$ cat src/rtl/arc_pkg.sv
// ----------------------------------------------------------------------------
// arc_pkg
// Shared types and constants of the alphabet radix converter: field widths,
// register indexes, status codes, controller states and the command/status
// structs between controller and datapath.
// ----------------------------------------------------------------------------
`default_nettype none

package arc_pkg;

    localparam int SYM_W       = 8;
    localparam int DIGIT_W     = 4;
    localparam int RADIX_W     = 5;
    localparam int MAX_RADIX   = 16;
    localparam int CFG_INDEX_W = 3;
    localparam int CFG_DATA_W  = 64;
    localparam int ALPHA_W     = SYM_W * MAX_RADIX;

    localparam logic [RADIX_W-1:0] RADIX_RESET = RADIX_W'(10);
    localparam logic [RADIX_W-1:0] RADIX_MIN   = RADIX_W'(2);
    localparam logic [RADIX_W-1:0] RADIX_MAX   = RADIX_W'(MAX_RADIX);

    // Configuration register indexes
    localparam logic [CFG_INDEX_W-1:0] REG_SOURCE_RADIX = 3'd0;
    localparam logic [CFG_INDEX_W-1:0] REG_DEST_RADIX   = 3'd1;
    localparam logic [CFG_INDEX_W-1:0] REG_SRC_ALPHA_LO = 3'd2;
    localparam logic [CFG_INDEX_W-1:0] REG_SRC_ALPHA_HI = 3'd3;
    localparam logic [CFG_INDEX_W-1:0] REG_DST_ALPHA_LO = 3'd4;
    localparam logic [CFG_INDEX_W-1:0] REG_DST_ALPHA_HI = 3'd5;

    typedef enum logic [1:0] {
        STATUS_OK         = 2'd0,
        STATUS_BAD_SYMBOL = 2'd1,
        STATUS_OVERFLOW   = 2'd2
    } t_status;

    typedef enum logic [2:0] {
        ST_IDLE,
        ST_CHECK,
        ST_DIV,
        ST_READ,
        ST_LOAD
    } t_state;

    typedef struct packed {
        logic accept;     // take one source word into the accumulator
        logic start_div;  // load the dividend, clear the digit count
        logic div_step;   // one 4-bit long-division step
        logic rd_issue;   // read the next stored digit, count down
        logic load_char;  // put the read digit's symbol in the output register
        logic load_err;   // put the error word in the output register
        logic clear;      // drop the current number
    } t_cmd;

    typedef struct packed {
        logic err_set;      // an error is held for this number
        logic div_last;     // this division step finishes a digit
        logic digit_final;  // the digit being finished is the last one
        logic out_free;     // output register can take a word this cycle
        logic cnt_zero;     // no more stored digits
    } t_stat;

    function automatic logic [RADIX_W-1:0] clamp_radix(input logic [RADIX_W-1:0] r);
        logic [RADIX_W-1:0] res;
        res = r;
        if (r < RADIX_MIN) begin
            res = RADIX_MIN;
        end else if (r > RADIX_MAX) begin
            res = RADIX_MAX;
        end
        return res;
    endfunction

endpackage

`default_nettype wire

$ cat src/rtl/arc_ram.sv
// ----------------------------------------------------------------------------
// arc_ram
// Generic single-write, single-read RAM with registered read data.
// ----------------------------------------------------------------------------
`default_nettype none

module arc_ram #(
    parameter int WIDTH = 4,
    parameter int DEPTH = 32
) (
    input  wire logic                     i_clk,
    input  wire logic                     i_we,
    input  wire logic [$clog2(DEPTH)-1:0] i_waddr,
    input  wire logic [WIDTH-1:0]         i_wdata,
    input  wire logic [$clog2(DEPTH)-1:0] i_raddr,
    output logic      [WIDTH-1:0]         o_rdata
);

    logic [WIDTH-1:0] r_mem [DEPTH];
    logic [WIDTH-1:0] r_rdata;

    always_ff @(posedge i_clk) begin
        if (i_we) begin
            r_mem[i_waddr] <= i_wdata;
        end
        r_rdata <= r_mem[i_raddr];
    end

    assign o_rdata = r_rdata;

endmodule

`default_nettype wire

$ cat src/rtl/arc_ctrl.sv
// ----------------------------------------------------------------------------
// arc_ctrl
// Controller of the alphabet radix converter: accepts source words, runs the
// repeated division and then reads the stored digits back, most significant
// first, into the output register.
// ----------------------------------------------------------------------------
`default_nettype none

module arc_ctrl (
    input  wire logic           i_clk,
    input  wire logic           i_rst_n,
    input  wire logic           i_in_valid,
    input  wire logic           i_in_last,
    output logic                o_in_ready,
    input  wire arc_pkg::t_stat i_stat,
    output arc_pkg::t_cmd       o_cmd
);

    import arc_pkg::*;

    t_state r_state;
    t_state n_state;

    always_ff @(posedge i_clk) begin
        if (!i_rst_n) begin
            r_state <= ST_IDLE;
        end else begin
            r_state <= n_state;
        end
    end

    always_comb begin
        n_state    = r_state;
        o_in_ready = 1'b0;
        o_cmd      = '0;
        case (r_state)
            ST_IDLE: begin
                o_in_ready = 1'b1;
                if (i_in_valid) begin
                    o_cmd.accept = 1'b1;
                    if (i_in_last) begin
                        n_state = ST_CHECK;
                    end
                end
            end
            ST_CHECK: begin
                if (i_stat.err_set) begin
                    // hold until the output register frees up
                    if (i_stat.out_free) begin
                        o_cmd.load_err = 1'b1;
                        o_cmd.clear    = 1'b1;
                        n_state        = ST_IDLE;
                    end
                end else begin
                    o_cmd.start_div = 1'b1;
                    n_state         = ST_DIV;
                end
            end
            ST_DIV: begin
                o_cmd.div_step = 1'b1;
                if (i_stat.div_last && i_stat.digit_final) begin
                    n_state = ST_READ;
                end
            end
            ST_READ: begin
                if (i_stat.out_free) begin
                    o_cmd.rd_issue = 1'b1;
                    n_state        = ST_LOAD;
                end
            end
            ST_LOAD: begin
                o_cmd.load_char = 1'b1;
                if (i_stat.cnt_zero) begin
                    o_cmd.clear = 1'b1;
                    n_state     = ST_IDLE;
                end else begin
                    n_state = ST_READ;
                end
            end
            default: begin
                n_state = ST_IDLE;
            end
        endcase
    end

endmodule

`default_nettype wire

$ cat src/rtl/arc_dpath.sv
// ----------------------------------------------------------------------------
// arc_dpath
// Datapath of the alphabet radix converter: configuration registers, symbol
// lookup and accumulator, a 4-bit-per-cycle long divider, the digit RAM and
// the output register.
// ----------------------------------------------------------------------------
`default_nettype none

module arc_dpath #(
    parameter int VALUE_BITS = 32
) (
    input  wire logic                             i_clk,
    input  wire logic                             i_rst_n,
    input  wire logic                             i_cfg_we,
    input  wire logic [arc_pkg::CFG_INDEX_W-1:0]  i_cfg_index,
    input  wire logic [arc_pkg::CFG_DATA_W-1:0]   i_cfg_wdata,
    input  wire logic [arc_pkg::SYM_W-1:0]        i_in_symbol,
    input  wire arc_pkg::t_cmd                    i_cmd,
    output arc_pkg::t_stat                        o_stat,
    output logic                                  o_out_valid,
    input  wire logic                             i_out_ready,
    output logic      [arc_pkg::SYM_W-1:0]        o_out_symbol,
    output logic                                  o_out_last,
    output logic      [1:0]                       o_out_status
);

    import arc_pkg::*;

    localparam int DEPTH  = VALUE_BITS;
    localparam int AW     = $clog2(DEPTH);
    localparam int CW     = $clog2(DEPTH + 1);
    localparam int DIV_W  = ((VALUE_BITS + 3) / 4) * 4;
    localparam int NSTEPS = DIV_W / 4;
    localparam int NW     = (NSTEPS > 1) ? $clog2(NSTEPS) : 1;
    localparam int PW     = VALUE_BITS + RADIX_W;

    // Configuration
    logic [RADIX_W-1:0] r_src_radix;
    logic [RADIX_W-1:0] r_dst_radix;
    logic [ALPHA_W-1:0] r_src_alpha;
    logic [ALPHA_W-1:0] r_dst_alpha;

    // Number state
    logic [VALUE_BITS-1:0] r_accum;
    t_status               r_err;
    logic [CW-1:0]         r_cnt;
    logic [DIV_W-1:0]      r_work;
    logic [RADIX_W-1:0]    r_rem;
    logic [NW-1:0]         r_nib;

    // Output register
    logic               r_out_valid;
    logic [SYM_W-1:0]   r_out_symbol;
    logic               r_out_last;
    t_status            r_out_status;

    logic [RADIX_W-1:0] w_srad;
    logic [RADIX_W-1:0] w_drad;
    logic               w_found;
    logic [DIGIT_W-1:0] w_digit;
    logic [PW-1:0]      w_next;
    logic               w_ovf;
    logic [DIV_W-1:0]   n_work;
    logic [RADIX_W-1:0] n_rem;
    logic               w_div_last;
    logic [CW-1:0]      w_cnt_dec;
    logic [DIGIT_W-1:0] w_rdata;
    logic               w_out_free;

    assign w_srad = clamp_radix(r_src_radix);
    assign w_drad = clamp_radix(r_dst_radix);

    always_ff @(posedge i_clk) begin
        if (!i_rst_n) begin
            r_src_radix <= RADIX_RESET;
            r_dst_radix <= RADIX_RESET;
            r_src_alpha <= '0;
            r_dst_alpha <= '0;
        end else if (i_cfg_we) begin
            case (i_cfg_index)
                REG_SOURCE_RADIX: r_src_radix <= i_cfg_wdata[RADIX_W-1:0];
                REG_DEST_RADIX:   r_dst_radix <= i_cfg_wdata[RADIX_W-1:0];
                REG_SRC_ALPHA_LO: r_src_alpha[CFG_DATA_W-1:0] <= i_cfg_wdata;
                REG_SRC_ALPHA_HI: r_src_alpha[ALPHA_W-1:CFG_DATA_W] <= i_cfg_wdata;
                REG_DST_ALPHA_LO: r_dst_alpha[CFG_DATA_W-1:0] <= i_cfg_wdata;
                REG_DST_ALPHA_HI: r_dst_alpha[ALPHA_W-1:CFG_DATA_W] <= i_cfg_wdata;
                default: ;
            endcase
        end
    end

    // Lowest matching position wins: scan from the top, later hits override.
    always_comb begin
        w_found = 1'b0;
        w_digit = '0;
        for (int p = MAX_RADIX - 1; p >= 0; p--) begin
            if ((RADIX_W'(p) < w_srad) && (r_src_alpha[p*SYM_W +: SYM_W] == i_in_symbol)) begin
                w_found = 1'b1;
                w_digit = DIGIT_W'(p);
            end
        end
    end

    assign w_next = PW'(r_accum) * PW'(w_srad) + PW'(w_digit);
    assign w_ovf  = |w_next[PW-1:VALUE_BITS];

    // Four restoring-division bits per cycle; remainder stays below the radix.
    always_comb begin
        logic [RADIX_W:0] t;
        n_work = r_work;
        n_rem  = r_rem;
        for (int k = 0; k < 4; k++) begin
            t      = {n_rem, n_work[DIV_W-1]};
            n_work = {n_work[DIV_W-2:0], 1'b0};
            if (t >= {1'b0, w_drad}) begin
                t         = t - {1'b0, w_drad};
                n_work[0] = 1'b1;
            end
            n_rem = t[RADIX_W-1:0];
        end
    end

    assign w_div_last = (r_nib == NW'(NSTEPS - 1));
    assign w_cnt_dec  = r_cnt - 1'b1;
    assign w_out_free = !r_out_valid || i_out_ready;

    always_ff @(posedge i_clk) begin
        if (!i_rst_n) begin
            r_accum <= '0;
            r_err   <= STATUS_OK;
            r_cnt   <= '0;
            r_nib   <= '0;
        end else begin
            if (i_cmd.clear) begin
                r_accum <= '0;
                r_err   <= STATUS_OK;
                r_cnt   <= '0;
            end else if (i_cmd.accept && (r_err == STATUS_OK)) begin
                if (!w_found) begin
                    r_err <= STATUS_BAD_SYMBOL;
                end else if (w_ovf) begin
                    r_err <= STATUS_OVERFLOW;
                end else begin
                    r_accum <= w_next[VALUE_BITS-1:0];
                end
            end
            if (i_cmd.start_div) begin
                r_cnt <= '0;
                r_nib <= '0;
            end else if (i_cmd.div_step) begin
                r_nib <= w_div_last ? '0 : r_nib + 1'b1;
                if (w_div_last) begin
                    r_cnt <= r_cnt + 1'b1;
                end
            end else if (i_cmd.rd_issue) begin
                r_cnt <= w_cnt_dec;
            end
        end
    end

    always_ff @(posedge i_clk) begin
        if (i_cmd.start_div) begin
            r_work <= DIV_W'(r_accum);
            r_rem  <= '0;
        end else if (i_cmd.div_step) begin
            r_work <= n_work;
            r_rem  <= w_div_last ? '0 : n_rem;
        end
    end

    arc_ram #(
        .WIDTH (DIGIT_W),
        .DEPTH (DEPTH)
    ) u_digits (
        .i_clk   (i_clk),
        .i_we    (i_cmd.div_step && w_div_last),
        .i_waddr (r_cnt[AW-1:0]),
        .i_wdata (n_rem[DIGIT_W-1:0]),
        .i_raddr (w_cnt_dec[AW-1:0]),
        .o_rdata (w_rdata)
    );

    always_ff @(posedge i_clk) begin
        if (!i_rst_n) begin
            r_out_valid <= 1'b0;
        end else if (i_cmd.load_char || i_cmd.load_err) begin
            r_out_valid <= 1'b1;
        end else if (i_out_ready) begin
            r_out_valid <= 1'b0;
        end
    end

    always_ff @(posedge i_clk) begin
        if (i_cmd.load_char) begin
            r_out_symbol <= r_dst_alpha[SYM_W*int'(w_rdata) +: SYM_W];
            r_out_last   <= (r_cnt == '0);
            r_out_status <= STATUS_OK;
        end else if (i_cmd.load_err) begin
            r_out_symbol <= '0;
            r_out_last   <= 1'b1;
            r_out_status <= r_err;
        end
    end

    assign o_stat.err_set     = (r_err != STATUS_OK);
    assign o_stat.div_last    = w_div_last;
    assign o_stat.digit_final = (n_work == '0) || (r_cnt == CW'(DEPTH - 1));
    assign o_stat.out_free    = w_out_free;
    assign o_stat.cnt_zero    = (r_cnt == '0);

    assign o_out_valid  = r_out_valid;
    assign o_out_symbol = r_out_symbol;
    assign o_out_last   = r_out_last;
    assign o_out_status = r_out_status;

    a_cnt_bound: assert property (@(posedge i_clk) disable iff (!i_rst_n)
        r_cnt <= CW'(DEPTH))
        else $error("digit count beyond store depth");

    a_load_free: assert property (@(posedge i_clk) disable iff (!i_rst_n)
        (i_cmd.load_char || i_cmd.load_err) |-> w_out_free)
        else $error("output register overwritten while stalled");

    a_err_last: assert property (@(posedge i_clk) disable iff (!i_rst_n)
        (r_out_valid && (r_out_status != STATUS_OK)) |-> (r_out_last && (r_out_symbol == '0)))
        else $error("error word not a single closing word");

    a_no_overlap: assert property (@(posedge i_clk) disable iff (!i_rst_n)
        i_cmd.accept |-> !(i_cmd.div_step || i_cmd.rd_issue || i_cmd.start_div))
        else $error("input accepted during conversion");

endmodule

`default_nettype wire

$ cat src/rtl/alphabet_radix_converter_core.sv
// ----------------------------------------------------------------------------
// alphabet_radix_converter_core
// Converts a number written in a configured source alphabet into the
// configured destination alphabet, most significant symbol first.
// ----------------------------------------------------------------------------
// Non-last input words are folded into the accumulator (multiply-add) as they are accepted.
// Last word: accepted, then a check state, then the 4-bit-per-cycle divider
// runs per destination digit, then each output word takes a digit RAM read
// and an output register load, waiting while the output register is full.
// An error number gives one output word, loaded from the check state once the output register is free.
// Synchronous active-low reset: radices 10, alphabets 0, no number held.
`default_nettype none

module alphabet_radix_converter_core #(
    parameter int VALUE_BITS = 32
) (
    input  wire logic                            i_clk,
    input  wire logic                            i_rst_n,
    input  wire logic                            i_cfg_we,
    input  wire logic [arc_pkg::CFG_INDEX_W-1:0] i_cfg_index,
    input  wire logic [arc_pkg::CFG_DATA_W-1:0]  i_cfg_wdata,
    input  wire logic                            i_in_valid,
    output logic                                 o_in_ready,
    input  wire logic [arc_pkg::SYM_W-1:0]       i_in_symbol,
    input  wire logic                            i_in_last,
    output logic                                 o_out_valid,
    input  wire logic                            i_out_ready,
    output logic      [arc_pkg::SYM_W-1:0]       o_out_symbol,
    output logic                                 o_out_last,
    output logic      [1:0]                      o_out_status
);

    import arc_pkg::*;

    t_cmd  w_cmd;
    t_stat w_stat;

    arc_ctrl u_ctrl (
        .i_clk      (i_clk),
        .i_rst_n    (i_rst_n),
        .i_in_valid (i_in_valid),
        .i_in_last  (i_in_last),
        .o_in_ready (o_in_ready),
        .i_stat     (w_stat),
        .o_cmd      (w_cmd)
    );

    arc_dpath #(
        .VALUE_BITS (VALUE_BITS)
    ) u_dpath (
        .i_clk        (i_clk),
        .i_rst_n      (i_rst_n),
        .i_cfg_we     (i_cfg_we),
        .i_cfg_index  (i_cfg_index),
        .i_cfg_wdata  (i_cfg_wdata),
        .i_in_symbol  (i_in_symbol),
        .i_cmd        (w_cmd),
        .o_stat       (w_stat),
        .o_out_valid  (o_out_valid),
        .i_out_ready  (i_out_ready),
        .o_out_symbol (o_out_symbol),
        .o_out_last   (o_out_last),
        .o_out_status (o_out_status)
    );

endmodule

`default_nettype wire
$ cat config.mk
export PLATFORM = sky130hd
export DESIGN_NAME = alphabet_radix_converter_core
export DESIGN_NICKNAME = d
export VERILOG_FILES = /design/src/rtl/arc_pkg.sv /design/src/rtl/arc_ram.sv /design/src/rtl/arc_ctrl.sv /design/src/rtl/arc_dpath.sv /design/src/rtl/alphabet_radix_converter_core.sv
export SDC_FILE = /design/constraint.sdc
export NUM_CORES = 1
export LEC_CHECK = 0
export BUFFER_PORTS_ARGS = -buffer_cell sky130_fd_sc_hd__buf_4
export CORE_UTILIZATION = 55
export CTS_BUF_LIST = sky130_fd_sc_hd__clkbuf_4 sky130_fd_sc_hd__clkbuf_8 sky130_fd_sc_hd__clkbuf_16
export CTS_CLUSTER_SIZE = 30
export DETAILED_ROUTE_END_ITERATION = 10
export PLACE_DENSITY = 0.72
export SETUP_SLACK_MARGIN = 0.02
export SLEW_MARGIN = 20
export SYNTH_ARGS = -nofsm -noshare
export SYNTH_HDL_FRONTEND = slang
export SYNTH_HIERARCHICAL = 1
export SYNTH_SLANG_ARGS = --single-unit
$ cat constraint.sdc
create_clock -name i_clk -period 16.1 [get_ports i_clk]
set_input_delay 3.22 -clock i_clk [delete_from_list [all_inputs] [get_ports i_clk]]
set_output_delay 3.22 -clock i_clk [all_outputs]
set_load 0.03 [all_outputs]
==> flow_metrics.tcl <==
set metrics [dict create \
    crit_top_cell "fa_1" \
    wl_um 72600 \
    die_x_um 228 \
    grt_util_all_layers_pct 28.0 \
    worst_pin_slew_ns 1.12 \
    die_h_um 228 \
    synth.distinct_cells 78 \
    crit_chain "buf_4, xor2_1, a2111o_1, nor4_1, and4b_1, nand2_1, nor2_1, fa_1, ha_1, fa_1, fa_1, a211oi_1, o21ai_0, o2111ai_1, a31oi_1, o32a_1, xnor2_1, nor4_4, buf_4, mux2i_1, nor2_1" \
    cts_resized 0 \
    async_reset_ff_share_pct 0 \
    seq_area_mm2 0.0116 \
    r2r-end "u_dpath/u_digits/r_mem[3][1]" \
    grt_pass1_wl_um 115000 \
    p_int_mw 3.51 \
    ys_seq_area_share_pct 41.2 \
    layout-drive-gt1-share_pct 13.0 \
    cp-end-kind "flop" \
    worst_r2r_path_depth 28 \
    start_kind "input port" \
    dp_slack_ns 5.67 \
    hold_buffers 0 \
    grt_setup_unrepaired "no" \
    fin_tns_setup_ns 0 \
    coreArea_mm2 0.0503 \
    leakage_nw 11.8 \
    n_fill_cell 4101 \
    maxCapViolations 0 \
    die-area_mm2 0.0519 \
    slowest_delay_ns 0.55 \
    hold_viol 0 \
    grt_overflow 0 \
    drc 0 \
    yosysTopAreaCellShare_pct 23.1 \
    cellPowerDensity_mw_per_mm2 176 \
    portBuffers 93 \
    syn_inst 2818 \
    htreeDepth 2 \
    p_clk_share_pct 22.4 \
    fin_crit_ns 9.42 \
    multi_input_area_mm2 0.0154 \
    switching_share_pct 35.7 \
    combPwrFrac_pct 37.1 \
    antenna_found_initial 0 \
    num_io_pins 94 \
    finish.utilization_pct 61.5 \
    power_frac_seq_pct 40.5 \
    cts_buffers 51 \
    synth_fp_nets 3095 \
    crit_family "compound AO/OA/AOI/OAI gates" \
    grt_max_degree 175 \
    ir_worst_vdd_mv 0.522 \
    max_slew_margin_pct 25.1 \
    critPathSlowestCell "fa_1" \
    start_util_pct 55.8 \
    reg2reg_from "u_dpath/r_dst_radix[4]" \
    synth_edf_count 169 \
    hpwlAfterDp_um 50400 \
    placementRows 82 \
    area.growth.synth_to_final_pct 10.2 \
    clock.fmax_mhz 106 \
    outcome "finished, final reports clean" \
    worstHoldStart "u_dpath/r_dst_alpha[119]" \
    critPathMaxFanout 19 \
    wire_per_inst_um 20.6 \
    nets 3093 \
    power_mw 5.46 \
    switching_power_mw 1.95 \
    setup_viol 0 \
    yosysWarnings 6 \
    dr.pass1.iters 5 \
    avgSynthCellArea_um2 9.96 \
    crit_type "in -> reg" \
    path_clk_slew_ns 0.06 \
    via_per_inst 5.89 \
    gp_congestion 0.906 \
    synth_area_mm2 0.0281 \
    fin_ws_ns 6.68 \
    ys_seq_elements 493 \
    clockBufferDepth 3 \
    arrival_ns 9.88 \
    antenna_cells 0 \
    path_buf_inv 2 \
    synth_ff_type "dfxtp_1" \
    r2r_slack_ns 8.00 \
    hp-class "reg -> reg" \
    min_to "u_dpath/r_dst_alpha[119]" \
    drtIter0Drc 2041 \
    synth.largest_area_cell "dfxtp_1" \
    finalMaxSlewViolations 0 \
    cts_tree "built" \
    dr_total_vias 20800 \
    ant_nets 0 \
    post-cts-setup-buffers 0 \
    clock_latency_ns 0.62 \
    whs_path_depth 2 \
    grt_pass1_vias 20400 \
    fin_skew_ns 0.0400 \
    cts_sinks 493 \
    period_share_pct 58.5 \
    whs_ns 0.464 \
    cts_root_buffer "clkbuf_16" \
    ys_top_cells_by_area "dfxtp_1 (23%), edfxtp_1 (18%), nand2_1 (8.9%), a21boi_0 (7.0%), fa_1 (7.0%)" \
    crit_required_ns 16.55 \
]
[layout make-up]
class	count	area share (%)
Multi-Input combinational cell	2042	49.8
Sequential cell	493	37.4
Clock buffer	76	5.09
Timing Repair Buffer	120	3.00
Tap cell	672	2.72
Inverter	108	1.31
Clock inverter	20	0.651
[power by group through the flow]
stage	logic, mW	clock network [mW]	registers (mW)
final	2.02	1.22	2.21
after CTS	2.04	1.24	2.21
after floorplan	1.42	0	2.19
after global routing	2.23	1.29	2.22
after global placement	1.95	0	2.23
after detailed placement	2.04	0	2.23
[registers in the layout (all words and copies together) (netlist names), 6 cells and up]
signal	count
u_dpath/r_dst_alpha	128
u_dpath/u_digits/r_mem	128
u_dpath/r_accum	32
u_dpath/r_src_alpha	128
u_dpath/o_out_symbol	8
u_dpath/r_cnt	6
u_dpath/r_work	32
[how the worst max path moves through the flow]
stage	start	to	slack, ns	cells past startpoint
final	i_in_symbol[3]	u_dpath/r_accum[3]	6.68	21
after floorplan	i_in_symbol[7]	u_dpath/r_accum[10]	7.06	22
after global routing	i_in_symbol[3]	u_dpath/r_accum[3]	6.29	23
after global placement	i_in_symbol[2]	u_dpath/r_accum[0]	5.88	23
after CTS	i_in_symbol[3]	u_dpath/r_accum[3]	6.28	21
after detailed placement	i_in_symbol[3]	u_dpath/r_accum[3]	5.67	21
[per-stage QoR]
stage                     cell area, µm²  cells
after CTS                          30900   3529
after global placement             29100   3433
after detailed placement           29100   3433
final                              30900   3531
after floorplan                    28100   2818
after global routing               30900   3531
[worst reg2reg max path, delay by kind of cell (launching register included)]
| kind | cells | cell delay [ns] |
|---|---|---|
| adders and majority gates | 5 | 1.73 |
| and+or+nand+nor | 5 | 0.84 |
| muxes | 4 | 1.85 |
| DFF | 1 | 0.32 |
| buffers and inverters | 3 | 0.27 |
| AOI/OAI and AO/OA | 11 | 2.78 |
[layout by cell type, fill, tap and decap left out, types with 4 or more instances in the layout]
cell type,n
xnor2_1,120
mux2i_1,49
nor2b_1,38
clkbuf_16,53
nand2_1,662
a21oi_1,59
or2_2,5
or3_1,5
nor3_1,25
nor2_1,116
and3_1,5
mux2_2,44
edfxtp_1,169
inv_1,106
buf_4,117
xor2_1,53
nand3_1,33
clkinv_2,11
nand3b_1,6
clkbuf_8,12
mux4_2,80
fa_1,98
and2_1,50
a31oi_1,10
o211ai_1,8
o21bai_1,6
a211o_1,4
nand2b_1,16
a21o_1,14
a32o_1,4
nand4_1,33
a21boi_0,263
nor3b_1,5
o21a_1,6
o21ai_0,25
dfxtp_1,323
a211oi_1,15
ha_1,98
clkbuf_4,11
nor4_1,18
[synthesized netlist by cell type, drive strengths merged (6+ instances only)]
library cell	instances
mux4	80
a21o	15
nor2	119
nand4	33
nand3	35
mux2i	51
and2	51
inv	108
edfxtp	169
dfxtp	324
a21boi	263
xnor2	120
nand3b	6
buf	51
clkbuf	124
xor2	54
mux2	44
or2	6
a31oi	10
a21oi	60
ha	98
nand2	664
a211oi	15
nor2b	39
nand2b	16
fa	98
nor4	20
nor3	26
o21bai	6
o211ai	8
and3	6
o21ai	26
o21a	6
[cell families (layout without fill, tap and decap cells)]
logic type / count (synthesis) / count (layout) / synth area share [%]
fa+ha+maj: 196 / 196 / 11.4
simple gates: 1048 / 1048 / 16.4
buf+inv: 283 / 324 / 4.04
mux: 175 / 175 / 10.1
compound gates: 449 / 449 / 11.5
xor+xnor: 174 / 174 / 5.43
flops: 493 / 493 / 41.2
[per-layer routing]
layer | vias up | GRT usage (%) | routed length (µm)
met3 | 110 | 4.20 | 5230
met4 | 0 | 8.20 | 1780
li1 | 9645 | - | -
met5 | - | 0 | 0
met1 | 10300 | 40.2 | 31900
met2 | 778 | 43.9 | 33700
Power figures use the tool's default switching activity.
